$ cat config.mk
export PLATFORM = sky130hd
export DESIGN_NAME = infix_expression_evaluator_flat
export DESIGN_NICKNAME = d
export VERILOG_FILES = /design/src/sv/iee_pkg.sv /design/src/sv/iee_if.sv /design/src/sv/iee_ram.sv /design/src/sv/iee_divider.sv /design/src/sv/infix_expression_evaluator.sv /design/src/flat_wrapper.sv
export SDC_FILE = /design/constraint.sdc
export NUM_CORES = 2
export LEC_CHECK = 0
export BUFFER_PORTS_ARGS = -buffer_cell sky130_fd_sc_hd__buf_4
export CAP_MARGIN = 20
export CORE_ASPECT_RATIO = 0.6
export CORE_MARGIN = 5
export CORE_UTILIZATION = 45
export DETAILED_ROUTE_END_ITERATION = 8
export PLACE_DENSITY = 0.62
export SKIP_LAST_GASP = 1
export SLEW_MARGIN = 25
export SYNTH_ARGS = -nofsm -noshare
export SYNTH_HDL_FRONTEND = slang
export SYNTH_SLANG_ARGS = --single-unit
export TNS_END_PERCENT = 20
$ cat constraint.sdc
create_clock -name clk -period 8 [get_ports clk]
set_input_delay 0.4 -clock clk [delete_from_list [all_inputs] [get_ports clk]]
set_output_delay 0.4 -clock clk [all_outputs]
set_load 0.1 [all_outputs]
$ cat src/sv/iee_pkg.sv
package iee_pkg;

    localparam int DATA_W         = 32;
    localparam int VALUE_DEPTH    = 32;
    localparam int OPERATOR_DEPTH = 32;
    localparam int VCNT_W         = $clog2(VALUE_DEPTH + 1);
    localparam int VADDR_W        = $clog2(VALUE_DEPTH);
    localparam int OCNT_W         = $clog2(OPERATOR_DEPTH + 1);
    localparam int OADDR_W        = $clog2(OPERATOR_DEPTH);
    localparam int DIV_CNT_W      = $clog2(DATA_W);
    localparam int OP_W           = 3;

    localparam logic [7:0] CHAR_ZERO  = 8'h30;
    localparam logic [7:0] CHAR_NINE  = 8'h39;
    localparam logic [7:0] CHAR_OPEN  = 8'h28;
    localparam logic [7:0] CHAR_CLOSE = 8'h29;
    localparam logic [7:0] CHAR_PLUS  = 8'h2b;
    localparam logic [7:0] CHAR_MINUS = 8'h2d;
    localparam logic [7:0] CHAR_STAR  = 8'h2a;
    localparam logic [7:0] CHAR_SLASH = 8'h2f;
    localparam logic [3:0] RADIX      = 4'd10;

    typedef enum logic [OP_W-1:0] {
        OP_ADD  = 3'd0,
        OP_SUB  = 3'd1,
        OP_MUL  = 3'd2,
        OP_DIV  = 3'd3,
        OP_OPEN = 3'd4
    } op_t;

    typedef enum logic [1:0] {
        ST_OK        = 2'd0,
        ST_DIVZERO   = 2'd1,
        ST_MALFORMED = 2'd2,
        ST_FULL      = 2'd3
    } status_t;

    typedef enum logic [1:0] {
        MODE_OP,
        MODE_CLOSE,
        MODE_END
    } mode_t;

    typedef enum logic [3:0] {
        S_IDLE,
        S_NUM,
        S_CHAR,
        S_LOOP_RD,
        S_LOOP_OP,
        S_RD_A,
        S_EXEC,
        S_DIV,
        S_WRITE,
        S_POST,
        S_FIN,
        S_OUT
    } state_t;

    function automatic logic rank_hi(input op_t op);
        return (op == OP_MUL) || (op == OP_DIV);
    endfunction

endpackage

$ cat src/sv/iee_if.sv
interface iee_in_if import iee_pkg::*; ();
    logic       valid;
    logic       ready;
    logic [7:0] character;
    logic       last;

    modport source (output valid, output character, output last, input ready);
    modport sink (input valid, input character, input last, output ready);
endinterface

interface iee_out_if import iee_pkg::*; ();
    logic                     valid;
    logic                     ready;
    logic signed [DATA_W-1:0] value;
    status_t                  status;

    modport source (output valid, output value, output status, input ready);
    modport sink (input valid, input value, input status, output ready);
endinterface

$ cat src/sv/iee_ram.sv
module iee_ram #(
    parameter int WIDTH = 32,
    parameter int DEPTH = 32
) (
    input  logic                     clk,
    input  logic                     we,
    input  logic [$clog2(DEPTH)-1:0] waddr,
    input  logic [WIDTH-1:0]         wdata,
    input  logic                     re,
    input  logic [$clog2(DEPTH)-1:0] raddr,
    output logic [WIDTH-1:0]         rdata
);

    logic [WIDTH-1:0] mem [DEPTH];

    always_ff @(posedge clk)
    begin
        if (we)
        begin
            mem[waddr] <= wdata;
        end
        if (re)
        begin
            rdata <= mem[raddr];
        end
    end

endmodule

$ cat src/sv/iee_divider.sv
module iee_divider import iee_pkg::*; (
    input  logic              clk,
    input  logic              rst_n,
    input  logic              start,
    input  logic [DATA_W-1:0] dividend,
    input  logic [DATA_W-1:0] divisor,
    output logic              done,
    output logic [DATA_W-1:0] quotient
);

    logic                 busy_reg, busy_next;
    logic                 done_reg, done_next;
    logic [DIV_CNT_W-1:0] cnt_reg, cnt_next;
    logic [DATA_W-1:0]    rem_reg, rem_next;
    logic [DATA_W-1:0]    quo_reg, quo_next;
    logic [DATA_W-1:0]    den_reg, den_next;
    logic                 neg_reg, neg_next;
    logic [DATA_W:0]      trial;

    always_comb
    begin
        busy_next = busy_reg;
        done_next = 1'b0;
        cnt_next  = cnt_reg;
        rem_next  = rem_reg;
        quo_next  = quo_reg;
        den_next  = den_reg;
        neg_next  = neg_reg;
        trial     = {rem_reg, quo_reg[DATA_W-1]};
        if (start)
        begin
            busy_next = 1'b1;
            cnt_next  = '0;
            rem_next  = '0;
            quo_next  = dividend[DATA_W-1] ? (~dividend + 1'b1) : dividend;
            den_next  = divisor[DATA_W-1] ? (~divisor + 1'b1) : divisor;
            neg_next  = dividend[DATA_W-1] ^ divisor[DATA_W-1];
        end
        else if (busy_reg)
        begin
            if (trial >= {1'b0, den_reg})
            begin
                rem_next = DATA_W'(trial - {1'b0, den_reg});
                quo_next = {quo_reg[DATA_W-2:0], 1'b1};
            end
            else
            begin
                rem_next = trial[DATA_W-1:0];
                quo_next = {quo_reg[DATA_W-2:0], 1'b0};
            end
            cnt_next = cnt_reg + 1'b1;
            if (cnt_reg == DIV_CNT_W'(DATA_W - 1))
            begin
                busy_next = 1'b0;
                done_next = 1'b1;
            end
        end
    end

    always_ff @(posedge clk or negedge rst_n)
    begin
        if (!rst_n)
        begin
            busy_reg <= 1'b0;
            done_reg <= 1'b0;
            cnt_reg  <= '0;
        end
        else
        begin
            busy_reg <= busy_next;
            done_reg <= done_next;
            cnt_reg  <= cnt_next;
        end
    end

    always_ff @(posedge clk)
    begin
        rem_reg <= rem_next;
        quo_reg <= quo_next;
        den_reg <= den_next;
        neg_reg <= neg_next;
    end

    assign done     = done_reg;
    assign quotient = neg_reg ? (~quo_reg + 1'b1) : quo_reg;

endmodule

$ cat src/sv/infix_expression_evaluator.sv
// a digit passes S_IDLE, S_NUM and S_POST; other characters also pass S_CHAR, and each
// operator reduced adds S_LOOP_RD, S_LOOP_OP, S_RD_A, S_EXEC and S_WRITE, with S_DIV
// between the last two when it divides (one quotient bit per cycle); the closing word
// also reads the top value in S_FIN; one word at a time, taken only in S_IDLE
// reset: asynchronous, clears counts, accumulator and error; stack memories keep contents
module infix_expression_evaluator import iee_pkg::*; (
    input  logic      clk,
    input  logic      rst_n,
    iee_in_if.sink    chars,
    iee_out_if.source results
);

    state_t            state_reg, state_next;
    mode_t             mode_reg, mode_next;
    logic [7:0]        char_reg, char_next;
    logic              last_reg, last_next;
    logic [DATA_W-1:0] acc_reg, acc_next;
    logic              innum_reg, innum_next;
    status_t           err_reg, err_next;
    logic [VCNT_W-1:0] vcnt_reg, vcnt_next;
    logic [OCNT_W-1:0] ocnt_reg, ocnt_next;
    op_t               op_reg, op_next;
    op_t               newop_reg, newop_next;
    logic [DATA_W-1:0] b_reg, b_next;
    logic [DATA_W-1:0] res_reg, res_next;
    logic              ovalid_reg, ovalid_next;
    logic [DATA_W-1:0] ovalue_reg, ovalue_next;
    status_t           ostatus_reg, ostatus_next;

    logic               v_we, v_re;
    logic [VADDR_W-1:0] v_waddr, v_raddr;
    logic [DATA_W-1:0]  v_wdata, v_rdata;
    logic               o_we, o_re;
    logic [OADDR_W-1:0] o_waddr, o_raddr;
    logic [OP_W-1:0]    o_wdata, o_rdata;
    op_t                top_op;

    logic              div_start, div_done;
    logic [DATA_W-1:0] div_q;

    logic is_digit, is_op, v_full, o_full, reduce_go;

    assign top_op   = op_t'(o_rdata);
    assign is_digit = (char_reg >= CHAR_ZERO) && (char_reg <= CHAR_NINE);
    assign is_op    = (char_reg == CHAR_PLUS) || (char_reg == CHAR_MINUS)
                   || (char_reg == CHAR_STAR) || (char_reg == CHAR_SLASH);
    assign v_full   = (vcnt_reg == VCNT_W'(VALUE_DEPTH));
    assign o_full   = (ocnt_reg == OCNT_W'(OPERATOR_DEPTH));

    // reduce unless the top operator ends the loop for this mode
    always_comb
    begin
        case (mode_reg)
            MODE_OP:
                reduce_go = (top_op != OP_OPEN) && !(!rank_hi(top_op) && rank_hi(newop_reg));
            MODE_CLOSE, MODE_END:
                reduce_go = (top_op != OP_OPEN);
            default:
                reduce_go = 1'b0;
        endcase
    end

    always_comb
    begin
        state_next = state_reg;
        case (state_reg)
            S_IDLE:
                if (chars.valid)
                    state_next = S_NUM;
            S_NUM:
                if (err_reg != ST_OK || is_digit)
                    state_next = S_POST;
                else
                    state_next = S_CHAR;
            S_CHAR:
                if (err_reg == ST_OK && (char_reg == CHAR_CLOSE || is_op))
                    state_next = S_LOOP_RD;
                else
                    state_next = S_POST;
            S_LOOP_RD:
                if (err_reg == ST_OK && ocnt_reg != '0)
                    state_next = S_LOOP_OP;
                else if (mode_reg == MODE_END)
                    state_next = S_FIN;
                else
                    state_next = S_POST;
            S_LOOP_OP:
                if (reduce_go && vcnt_reg >= VCNT_W'(2))
                    state_next = S_RD_A;
                else if (mode_reg == MODE_END)
                    state_next = S_FIN;
                else
                    state_next = S_POST;
            S_RD_A:
                state_next = S_EXEC;
            S_EXEC:
                if (op_reg != OP_DIV)
                    state_next = S_WRITE;
                else if (b_reg != '0)
                    state_next = S_DIV;
                else if (mode_reg == MODE_END)
                    state_next = S_FIN;
                else
                    state_next = S_POST;
            S_DIV:
                if (div_done)
                    state_next = S_WRITE;
            S_WRITE:
                state_next = S_LOOP_RD;
            S_POST:
                if (last_reg)
                    state_next = S_LOOP_RD;
                else
                    state_next = S_IDLE;
            S_FIN:
                state_next = S_OUT;
            S_OUT:
                if (!ovalid_reg || results.ready)
                    state_next = S_IDLE;
            default:
                state_next = S_IDLE;
        endcase
    end

    always_comb
    begin
        mode_next    = mode_reg;
        char_next    = char_reg;
        last_next    = last_reg;
        acc_next     = acc_reg;
        innum_next   = innum_reg;
        err_next     = err_reg;
        vcnt_next    = vcnt_reg;
        ocnt_next    = ocnt_reg;
        op_next      = op_reg;
        newop_next   = newop_reg;
        b_next       = b_reg;
        res_next     = res_reg;
        ovalid_next  = ovalid_reg && !results.ready;
        ovalue_next  = ovalue_reg;
        ostatus_next = ostatus_reg;
        v_we         = 1'b0;
        v_waddr      = VADDR_W'(vcnt_reg);
        v_wdata      = acc_reg;
        v_re         = 1'b0;
        v_raddr      = VADDR_W'(vcnt_reg - 1'b1);
        o_we         = 1'b0;
        o_waddr      = OADDR_W'(ocnt_reg);
        o_wdata      = newop_reg;
        o_re         = 1'b0;
        o_raddr      = OADDR_W'(ocnt_reg - 1'b1);
        div_start    = 1'b0;
        chars.ready  = 1'b0;
        case (state_reg)
            S_IDLE:
            begin
                chars.ready = 1'b1;
                char_next   = chars.character;
                last_next   = chars.last;
            end
            S_NUM:
                if (err_reg == ST_OK)
                begin
                    if (is_digit)
                    begin
                        acc_next   = DATA_W'(acc_reg * RADIX) + DATA_W'(char_reg - CHAR_ZERO);
                        innum_next = 1'b1;
                    end
                    else if (innum_reg)
                    begin
                        if (v_full)
                            err_next = ST_FULL;
                        else
                        begin
                            v_we      = 1'b1;
                            vcnt_next = vcnt_reg + 1'b1;
                        end
                        acc_next   = '0;
                        innum_next = 1'b0;
                    end
                end
            S_CHAR:
                if (err_reg == ST_OK)
                begin
                    if (char_reg == CHAR_OPEN)
                    begin
                        o_wdata = OP_OPEN;
                        if (o_full)
                            err_next = ST_FULL;
                        else
                        begin
                            o_we      = 1'b1;
                            ocnt_next = ocnt_reg + 1'b1;
                        end
                    end
                    else if (char_reg == CHAR_CLOSE)
                        mode_next = MODE_CLOSE;
                    else
                    begin
                        mode_next = MODE_OP;
                        case (char_reg)
                            CHAR_PLUS:  newop_next = OP_ADD;
                            CHAR_MINUS: newop_next = OP_SUB;
                            CHAR_STAR:  newop_next = OP_MUL;
                            default:    newop_next = OP_DIV;
                        endcase
                    end
                end
            S_LOOP_RD:
                if (err_reg == ST_OK)
                begin
                    if (ocnt_reg != '0)
                        o_re = 1'b1;
                    else if (mode_reg == MODE_CLOSE)
                        err_next = ST_MALFORMED;
                    else if (mode_reg == MODE_OP)
                    begin
                        if (o_full)
                            err_next = ST_FULL;
                        else
                        begin
                            o_we      = 1'b1;
                            ocnt_next = ocnt_reg + 1'b1;
                        end
                    end
                end
            S_LOOP_OP:
                if (reduce_go)
                begin
                    ocnt_next = ocnt_reg - 1'b1;
                    op_next   = top_op;
                    if (vcnt_reg < VCNT_W'(2))
                        err_next = ST_MALFORMED;
                    else
                        v_re = 1'b1;
                end
                else if (mode_reg == MODE_END)
                    err_next = ST_MALFORMED;
                else if (mode_reg == MODE_CLOSE)
                    ocnt_next = ocnt_reg - 1'b1;
                else if (o_full)
                    err_next = ST_FULL;
                else
                begin
                    o_we      = 1'b1;
                    ocnt_next = ocnt_reg + 1'b1;
                end
            S_RD_A:
            begin
                b_next  = v_rdata;
                v_re    = 1'b1;
                v_raddr = VADDR_W'(vcnt_reg - VCNT_W'(2));
            end
            S_EXEC:
            begin
                case (op_reg)
                    OP_ADD: res_next = v_rdata + b_reg;
                    OP_SUB: res_next = v_rdata - b_reg;
                    OP_MUL: res_next = DATA_W'(v_rdata * b_reg);
                    default:
                        if (b_reg == '0)
                        begin
                            err_next  = ST_DIVZERO;
                            vcnt_next = vcnt_reg - VCNT_W'(2);
                        end
                        else
                            div_start = 1'b1;
                endcase
            end
            S_DIV:
                res_next = div_q;
            S_WRITE:
            begin
                v_we      = 1'b1;
                v_waddr   = VADDR_W'(vcnt_reg - VCNT_W'(2));
                v_wdata   = res_reg;
                vcnt_next = vcnt_reg - 1'b1;
            end
            S_POST:
                if (last_reg)
                begin
                    mode_next = MODE_END;
                    if (err_reg == ST_OK && innum_reg)
                    begin
                        if (v_full)
                            err_next = ST_FULL;
                        else
                        begin
                            v_we      = 1'b1;
                            vcnt_next = vcnt_reg + 1'b1;
                        end
                        acc_next   = '0;
                        innum_next = 1'b0;
                    end
                end
            S_FIN:
                if (err_reg == ST_OK)
                begin
                    if (vcnt_reg == '0)
                        err_next = ST_MALFORMED;
                    else
                        v_re = 1'b1;
                end
            S_OUT:
                if (!ovalid_reg || results.ready)
                begin
                    ovalid_next  = 1'b1;
                    ovalue_next  = (err_reg == ST_OK) ? v_rdata : '0;
                    ostatus_next = err_reg;
                    err_next     = ST_OK;
                    vcnt_next    = '0;
                    ocnt_next    = '0;
                    acc_next     = '0;
                    innum_next   = 1'b0;
                end
            default:
                ;
        endcase
    end

    always_ff @(posedge clk or negedge rst_n)
    begin
        if (!rst_n)
        begin
            state_reg  <= S_IDLE;
            mode_reg   <= MODE_OP;
            acc_reg    <= '0;
            innum_reg  <= 1'b0;
            err_reg    <= ST_OK;
            vcnt_reg   <= '0;
            ocnt_reg   <= '0;
            ovalid_reg <= 1'b0;
        end
        else
        begin
            state_reg  <= state_next;
            mode_reg   <= mode_next;
            acc_reg    <= acc_next;
            innum_reg  <= innum_next;
            err_reg    <= err_next;
            vcnt_reg   <= vcnt_next;
            ocnt_reg   <= ocnt_next;
            ovalid_reg <= ovalid_next;
        end
    end

    always_ff @(posedge clk)
    begin
        char_reg    <= char_next;
        last_reg    <= last_next;
        op_reg      <= op_next;
        newop_reg   <= newop_next;
        b_reg       <= b_next;
        res_reg     <= res_next;
        ovalue_reg  <= ovalue_next;
        ostatus_reg <= ostatus_next;
    end

    assign results.valid  = ovalid_reg;
    assign results.value  = ovalue_reg;
    assign results.status = ostatus_reg;

    iee_ram #(
        .WIDTH (DATA_W),
        .DEPTH (VALUE_DEPTH)
    ) u_value_ram (
        .clk   (clk),
        .we    (v_we),
        .waddr (v_waddr),
        .wdata (v_wdata),
        .re    (v_re),
        .raddr (v_raddr),
        .rdata (v_rdata)
    );

    iee_ram #(
        .WIDTH (OP_W),
        .DEPTH (OPERATOR_DEPTH)
    ) u_operator_ram (
        .clk   (clk),
        .we    (o_we),
        .waddr (o_waddr),
        .wdata (o_wdata),
        .re    (o_re),
        .raddr (o_raddr),
        .rdata (o_rdata)
    );

    iee_divider u_divider (
        .clk      (clk),
        .rst_n    (rst_n),
        .start    (div_start),
        .dividend (v_rdata),
        .divisor  (b_reg),
        .done     (div_done),
        .quotient (div_q)
    );

endmodule

$ cat src/flat_wrapper.sv
// flat-port wrapper written by rule: the top's interface ports become plain ports
module infix_expression_evaluator_flat import iee_pkg::*;
  (clk, rst_n, chars_valid, chars_character, chars_last, chars_ready, results_valid, results_value, results_status, results_ready);
  iee_in_if chars_i ();
  iee_out_if results_i ();
  input  logic clk;
  input  logic rst_n;
  input wire logic [$bits(chars_i.valid)-1:0] chars_valid;
  input wire logic [$bits(chars_i.character)-1:0] chars_character;
  input wire logic [$bits(chars_i.last)-1:0] chars_last;
  output wire logic [$bits(chars_i.ready)-1:0] chars_ready;
  output wire logic [$bits(results_i.valid)-1:0] results_valid;
  output wire logic [$bits(results_i.value)-1:0] results_value;
  output wire logic [$bits(results_i.status)-1:0] results_status;
  input wire logic [$bits(results_i.ready)-1:0] results_ready;
  assign chars_i.valid = chars_valid;
  assign chars_i.character = chars_character;
  assign chars_i.last = chars_last;
  assign chars_ready = chars_i.ready;
  assign results_valid = results_i.valid;
  assign results_value = results_i.value;
  assign results_status = results_i.status;
  assign results_i.ready = results_ready;
  infix_expression_evaluator u_core (.clk(clk), .rst_n(rst_n), .chars(chars_i), .results(results_i));
endmodule
Word-level counts from Yosys, hierarchy flattened
Memories as Yosys holds them, arrays and structs flattened. A register that Yosys moved wholly into a read port is not among the register bits.
Index checks and enable logic that the tools add are counted.

word-level totals
  input port bits = 13
  register bits = 271
  bits in writable memories = 1120
  output and inout port bits = 36
  word-level logic and storage cells = 292
  memories = 2

memories
  name                       depth  width  read ports  clocked after memory_dff  wr ports  line           text
  u_core.u_value_ram.mem     32     32     1           1                         1         iee_ram.sv:14  logic [WIDTH-1:0] mem [DEPTH];
  u_core.u_operator_ram.mem  32     3      1           1                         1         iee_ram.sv:14

cells by class
  add/subtract/negate cells = 14
  bitwise gates (word level) = 6
  equal/unequal tests = 55
  reduce and logical (&&, ||, !) cells = 49
  $lt $le $gt $ge = 5
  mux-type cells = 135
  multipliers = 2

operators by type and width
  cell                   count
  $mux 32                12
  $pmux 32 s3            2
  $mux 6                 19
  $add 32x1->32 const B  3
  $not 32->32            3
  $add 32x32->32         2
  $pmux 32 s2            1
  $sub 32x32->32         2
  $mux 2                 27
  $eq 8x6->1 const B     6
  $pmux 4 s12            1
  $mux 1                 46
  $mux 4                 9
  $ge 33x32->1           1
  $logic_not 32->1       1
  $mul 32x3->31 const B  1
  $mul 32x32->32         1
  $reduce_bool 32->1     1
  $mux 31                1
  $pmux 6 s5             1
  $ne 2x1->1 const B     12
  $pmux 6 s4             1
  $mux 5                 4
  $reduce_and 18->1      1
  54 further kinds       108

Logic depth before layout (Yosys ltp)
  word-level depth = 11
  gate-level depth with buffers = 28
  gate-level depth less buffers = 26

Cells and area by module
A second synthesis with hierarchy kept.

unflattened totals
  cells, all modules = 6476
  area, all modules = 81272.9 sq um

modules (own cells, without submodules)
  module                            cells each  sequential area each (sq um)  instances  area an instance (sq um)
  iee_ram at u_core.u_value_ram     2260        31710.4                       1          40812.9
  infix_expression_evaluator        3175        4714.5                        1          28975.3
  iee_divider                       856         2767.7                        1          7546.0
  iee_ram at u_core.u_operator_ram  185         2972.9                        1          3938.8

Least setup slack after synthesis
OpenSTA, ideal clock, no wires.

  path type = register -> register
  start point = register u_core.b_reg[8]
  end point = register u_core.res_reg[29], data pin
  stages on the path, launching flop included = 28
  buffers on the path = 2
  setup time = 0.264 ns
  required time = 7.736 ns
  slack = 0.715 ns
  arrival time = 7.021 ns
  period minus slack after synthesis = 7.285 ns
  cells stage by stage = edfxtp_1 clkbuf_1 buf_1 nand2_1 fa_1 inv_1 fa_1 fa_1 inv_1 fa_1 inv_1 fa_1 inv_1 fa_1 inv_1 fa_1 fa_1 ha_1 a21o_1 a21o_1 a21oi_1 o21ai_0 a21o_1 a41o_1 o21a_1 or3_1 a32oi_1 o21ai_0

between the ends
  word-level cells in the longest chain between the ends = 3
  elaborated cells on any way between the ends = 5
  those cells by class = 2 x add/sub; 1 x mul; 2 x mux

ends and longest elaborated chain
  element                                 line                               text
  start, declared                         infix_expression_evaluator.sv:24   logic [DATA_W-1:0] b_reg, b_next;
  start signal, assigned                  infix_expression_evaluator.sv:353  b_reg <= b_next;
  $mul 32x32->32 (tied with other cells)  infix_expression_evaluator.sv:259  OP_MUL: res_next = DATA_W'(v_rdata * b_reg);
  $pmux 32 s3 *                           infix_expression_evaluator.sv:256  case (op_reg)
  $pmux 32 s2 *                           infix_expression_evaluator.sv:154  case (state_reg)
  named net u_core.res_next[29]           infix_expression_evaluator.sv:25   logic [DATA_W-1:0] res_reg, res_next;
  end signal, assigned                    infix_expression_evaluator.sv:354  res_reg <= res_next;
  end, declared                           infix_expression_evaluator.sv:25

Mark *: on every way through the listed nets, which the timed path passes. The rest lies on a longest branch.
A chain may end at the register's enable or synchronous reset.

Final worst setup path
  start point = register u_core.u_value_ram.rdata[6] (read register of u_core.u_value_ram.mem)
  end point = register u_core.res_reg[29], data pin

between the ends
  word-level cells in the longest chain between the ends = 3
  elaborated cells on any way between the ends = 5
  those cells by class = 2 x add/sub; 1 x mul; 2 x mux

ends and longest elaborated chain
  element                                 line                               text
  start, declared                         iee_ram.sv:11                      output logic [WIDTH-1:0] rdata
  $mul 32x32->32 (tied with other cells)  infix_expression_evaluator.sv:259
  $pmux 32 s3 *                           infix_expression_evaluator.sv:256
  $pmux 32 s2 *                           infix_expression_evaluator.sv:154
  named net u_core.res_next[29]           infix_expression_evaluator.sv:25

Marks and branches as above.

==> insert_results.sql <==
INSERT INTO impl_metrics (metric_group, metric, value, unit) VALUES
('finish', 'sequential_cell_area', '42170', 'µm²'),
('timing', 'final.setup.tns', '0', 'ps'),
('finish', 'multi_input_comb_area', '35680', 'µm²'),
('pwr', 'internal_power', '22140', 'µW'),
('global_routing', 'global_route.usage.total', '24.23', '%'),
('floorplan', 'area_of_the_core_region', '178100', 'µm²'),
('clock_tree', 'cts-resized-gates', '0', ''),
('timing', 'finalSetupViolCount', '0', ''),
('timing', 'slew-limit-headroom', '25.37', '%'),
('logic_synthesis', 'ys_seq_elements', '1425', ''),
('pwr', 'p_comb_share', '57.0', '%'),
('finish', 'largest_register_ff_count', '1024', ''),
('clock_tree', 'clock_sink_count', '1425', ''),
('logic_synthesis', 'syn-cell-area', '80390', 'µm²'),
('clock_tree', 'clock_latency', '810', 'ps'),
('route', 'route.detailed.drc', '0', ''),
('run_status', 'status', 'completed', ''),
('clock_tree', 'tritoncts.num_buffers', '144', ''),
('logic_synthesis', 'synthFlopType', 'sky130_fd_sc_hd__edfxtp_1', ''),
('setup_path', 'crit_path_max_fanout', '10', ''),
('pwr', 'power_frac_seq', '26.0', '%'),
('placement', 'place.gp.congestion', '0.9492', ''),
('clock_tree', 'clk_pin_slew', '70', 'ps'),
('pwr', 'clkPwrFrac', '17.0', '%'),
('logic_synthesis', 'ys_async_rst_share', '4.281', '%'),
('floorplan', 'initial_standard_cell_utilization_of_the_core', '45.15', '%'),
('setup_path', 'critical_path_required', '8520', 'ps'),
('floorplan', 'ioPinCount', '49', ''),
('route', 'drt-wirelength-per-cell', '26.56', 'µm'),
('floorplan', 'die-height', '337.4', 'µm'),
('finish', 'post_route_cells_drive_above_1_share', '14.77', '%'),
('floorplan', 'placement_rows', '120', ''),
('clock_tree', 'root_buffer', 'sky130_fd_sc_hd__clkbuf_16', ''),
('pwr', 'total_power', '38740', 'µW'),
('timing', 'report.final.hold_viol_count', '0', ''),
('timing', 'slew_violations', '0', ''),
('timing', 'max_clock_freq', '129.7', 'MHz'),
('route', 'detailroute.via_count', '50500', ''),
('finish', 'area.growth.synth_to_final', '11.00', '%'),
('timing', 'finClkSkew', '81.29', 'ps'),
('logic_synthesis', 'post_synth_num_cell_types', '87', ''),
('finish', 'largest-register', 'u_core.u_value_ram.mem', ''),
('clock_tree', 'h_tree_levels', '4', ''),
('finish', 'final_common_cell', 'sky130_fd_sc_hd__edfxtp_1', ''),
('global_routing', 'grt_pass1_vias', '49450', ''),
('timing', 'worst-slew-pin-transition', '1117', 'ps'),
('pwr', 'p_per_area', '434.1', 'nW/µm²'),
('route', 'avgViaCountPerCell', '5.888', ''),
('route', 'drtPass1Iterations', '6', ''),
('floorplan', 'die_x', '555.7', 'µm'),
('finish', 'reg.largest.list', 'u_core.u_value_ram.mem: 1024 flops, u_core.u_operator_ram.mem: 96 flops', ''),
('finish', 'n_fill_cell', '15330', ''),
('pwr', 'ir_worst_vdd', '0.5965', 'mV'),
('finish', 'number_of_nets_in_the_layout', '6814', ''),
('global_routing', 'grt_max_degree', '94', ''),
('finish', 'layout_common_cells', 'sky130_fd_sc_hd__edfxtp_1 (1332), sky130_fd_sc_hd__nand2_1 (578), sky130_fd_sc_hd__inv_1 (475)', ''),
('setup_path', 'worstRegToRegCells', '23', ''),
('clock_tree', 'tritoncts_clock_tree', 'yes', ''),
('placement', 'port_buffers', '48', ''),
('global_routing', 'antenna_violations_before_repair', '6', ''),
('logic_synthesis', 'synth_cells', '5999', ''),
('global_routing', 'grt.met2_usage', '32.17', '%'),
('logic_synthesis', 'syn_nets', '6719', ''),
('logic_synthesis', 'yosysWarningCount', '0', ''),
('pwr', 'sw_frac_of_total', '42.83', '%'),
('global_routing', 'grt.met1_usage', '39.95', '%'),
('setup_path', 'start_to_end_type_of_the_worst_setup_path', 'flop to flop', ''),
('setup_path', 'cp-end-kind', 'flop', ''),
('setup_path', 'startpoint_type', 'flop', ''),
('timing', 'fin_crit', '7711', 'ps'),
('flow_run', 'drv.max_cap_violation_count', '0', '');
## power groups by stage
stage	Clock (µW)	Combinational [µW]	Sequential, µW
finish	6590	22100	10100
global route	7040	23900	10100
CTS	6720	21700	10100
detailed placement	0	21600	10200
global placement	0	21400	10200
floorplan	0	14600	10100
## cell usage after synthesis (10+ instances only)
| cell type | count | share of area [%] |
|---|---|---|
| sky130_fd_sc_hd__dfrtp_1 | 61 | 1.9 |
| sky130_fd_sc_hd__buf_1 | 49 | 0.23 |
| sky130_fd_sc_hd__clkbuf_1 | 260 | 1.2 |
| sky130_fd_sc_hd__a311oi_1 | 11 | 0.12 |
| sky130_fd_sc_hd__a21o_1 | 59 | 0.55 |
| sky130_fd_sc_hd__or3_1 | 32 | 0.25 |
| sky130_fd_sc_hd__and2_1 | 350 | 2.7 |
| sky130_fd_sc_hd__o21bai_1 | 19 | 0.18 |
| sky130_fd_sc_hd__and3_1 | 22 | 0.17 |
| sky130_fd_sc_hd__fa_1 | 412 | 10 |
| sky130_fd_sc_hd__nor2b_1 | 24 | 0.19 |
| sky130_fd_sc_hd__o21a_1 | 27 | 0.25 |
| sky130_fd_sc_hd__nand2b_1 | 16 | 0.12 |
| sky130_fd_sc_hd__a211oi_1 | 39 | 0.36 |
| sky130_fd_sc_hd__mux2i_1 | 81 | 1.0 |
| sky130_fd_sc_hd__nor3_1 | 39 | 0.24 |
| sky130_fd_sc_hd__a21oi_1 | 206 | 1.3 |
| sky130_fd_sc_hd__o21ai_0 | 208 | 1.3 |
| sky130_fd_sc_hd__o41ai_1 | 15 | 0.16 |
| sky130_fd_sc_hd__a22o_1 | 33 | 0.36 |
| sky130_fd_sc_hd__xnor2_1 | 187 | 2.0 |
| sky130_fd_sc_hd__nand4_1 | 18 | 0.14 |
| sky130_fd_sc_hd__edfxtp_1 | 1332 | 50 |
| sky130_fd_sc_hd__dfxtp_1 | 32 | 0.80 |
| sky130_fd_sc_hd__ha_1 | 295 | 4.6 |
| sky130_fd_sc_hd__o31ai_1 | 47 | 0.44 |
| sky130_fd_sc_hd__nand2_1 | 597 | 2.8 |
| sky130_fd_sc_hd__mux2_2 | 69 | 0.97 |
| sky130_fd_sc_hd__xor2_1 | 129 | 1.4 |
| sky130_fd_sc_hd__o211ai_1 | 49 | 0.46 |
| sky130_fd_sc_hd__nor2_1 | 268 | 1.3 |
| sky130_fd_sc_hd__inv_1 | 476 | 2.2 |
| sky130_fd_sc_hd__o22ai_1 | 10 | 0.078 |
| sky130_fd_sc_hd__mux4_2 | 286 | 8.0 |
| sky130_fd_sc_hd__a31oi_1 | 25 | 0.19 |
| sky130_fd_sc_hd__or4_1 | 14 | 0.13 |
| sky130_fd_sc_hd__or2_2 | 13 | 0.10 |
| sky130_fd_sc_hd__nand3_1 | 53 | 0.33 |
## what timing repair did
| item | 4_1_cts | 5_1_grt |
|---|---|---|
| endpoints found under the hold margin | 71 | 0 |
| setup endpoints to repair | 0 | 2 |
| hold buffers | 11 | 0 |
| setup buffers | 0 | 3 |
## through the flow
stage	cells	setup WS [ps]	hold slack [ps]	utilization (%)	cell area [µm²]
final	8578	288.6	78.09	50.11	89230
after global routing	8575	32.44	36.58	50.11	89230
after CTS	8570	364.9	4.956	50.06	89140
after detailed placement	8311	388.2	478.3	47.50	84590
after global placement	8308	461.5	474.4	47.45	84500
after floorplan	5999	715.3	104.4	-	80390
## kinds of logic (layout without fill, tap and decap cells)
group	count (synthesis)	count (layout)	synth area share, %
AOI/OAI and AO/OA	833	833	6.654
xor gates and xnor gates	317	317	3.463
adders and majority gates	707	707	14.85
buffers and inverters	792	989	3.706
DFF	1425	1425	52.45
muxes	436	436	9.987
other	0	3	0
and+or+nand+nor	1489	1489	8.890
## cell type report
class	count	share of cell area (%)
well taps	2379	3.336
flip-flops and latches	1425	47.26
diodes	3	0.008413
inverters	478	2.011
repair buffers	263	2.431
clock buffers	178	4.264
multi-input cells	3782	39.98
clock inverters	70	0.7109
## metal layers
layer / wire length (µm) / vias up
li1: - / 21780
met1: 109700 / 26040
met2: 89830 / 2459
met3: 24960 / 223
met4: 3184 / 3
met5: 215 / -
## worst paths after layout
| kind | end | slack [ps] | start |
|---|---|---|---|
| min in group asynchronous | u_core.results.valid | 310 | rst_n |
| worst max register to register | u_core.res_reg[29] | 290 | u_core.u_value_ram.rdata[6] |
| max in group asynchronous | u_core.u_divider.busy_reg | 7030 | rst_n |
| worst min register to register | u_core.u_divider.rem_reg[1] | 500 | u_core.u_divider.rem_reg[1] |
| worst max-delay path | u_core.res_reg[29] | 290 | u_core.u_value_ram.rdata[6] |
| worst min-delay path | u_core.state_reg[0] | 80 | chars_valid |
## worst max-delay path, cell delays in order, from the launching register on
cell	delay (ps)
sky130_fd_sc_hd__edfxtp_1	830
sky130_fd_sc_hd__buf_4	330
sky130_fd_sc_hd__and2_1	160
sky130_fd_sc_hd__fa_1	440
sky130_fd_sc_hd__fa_1	510
sky130_fd_sc_hd__inv_1	50
sky130_fd_sc_hd__fa_1	470
sky130_fd_sc_hd__inv_1	50
sky130_fd_sc_hd__fa_1	450
sky130_fd_sc_hd__ha_1	330
sky130_fd_sc_hd__fa_1	470
sky130_fd_sc_hd__fa_1	520
sky130_fd_sc_hd__fa_1	430
sky130_fd_sc_hd__ha_1	430
sky130_fd_sc_hd__a21o_1	210
sky130_fd_sc_hd__a21o_1	160
sky130_fd_sc_hd__a21oi_1	160
sky130_fd_sc_hd__o21ai_0	140
sky130_fd_sc_hd__a21o_1	220
sky130_fd_sc_hd__a41o_1	270
sky130_fd_sc_hd__o21a_1	180
sky130_fd_sc_hd__or3_1	310
sky130_fd_sc_hd__a32oi_1	210
sky130_fd_sc_hd__o21ai_0	110
Power figures use the tool's default switching activity.
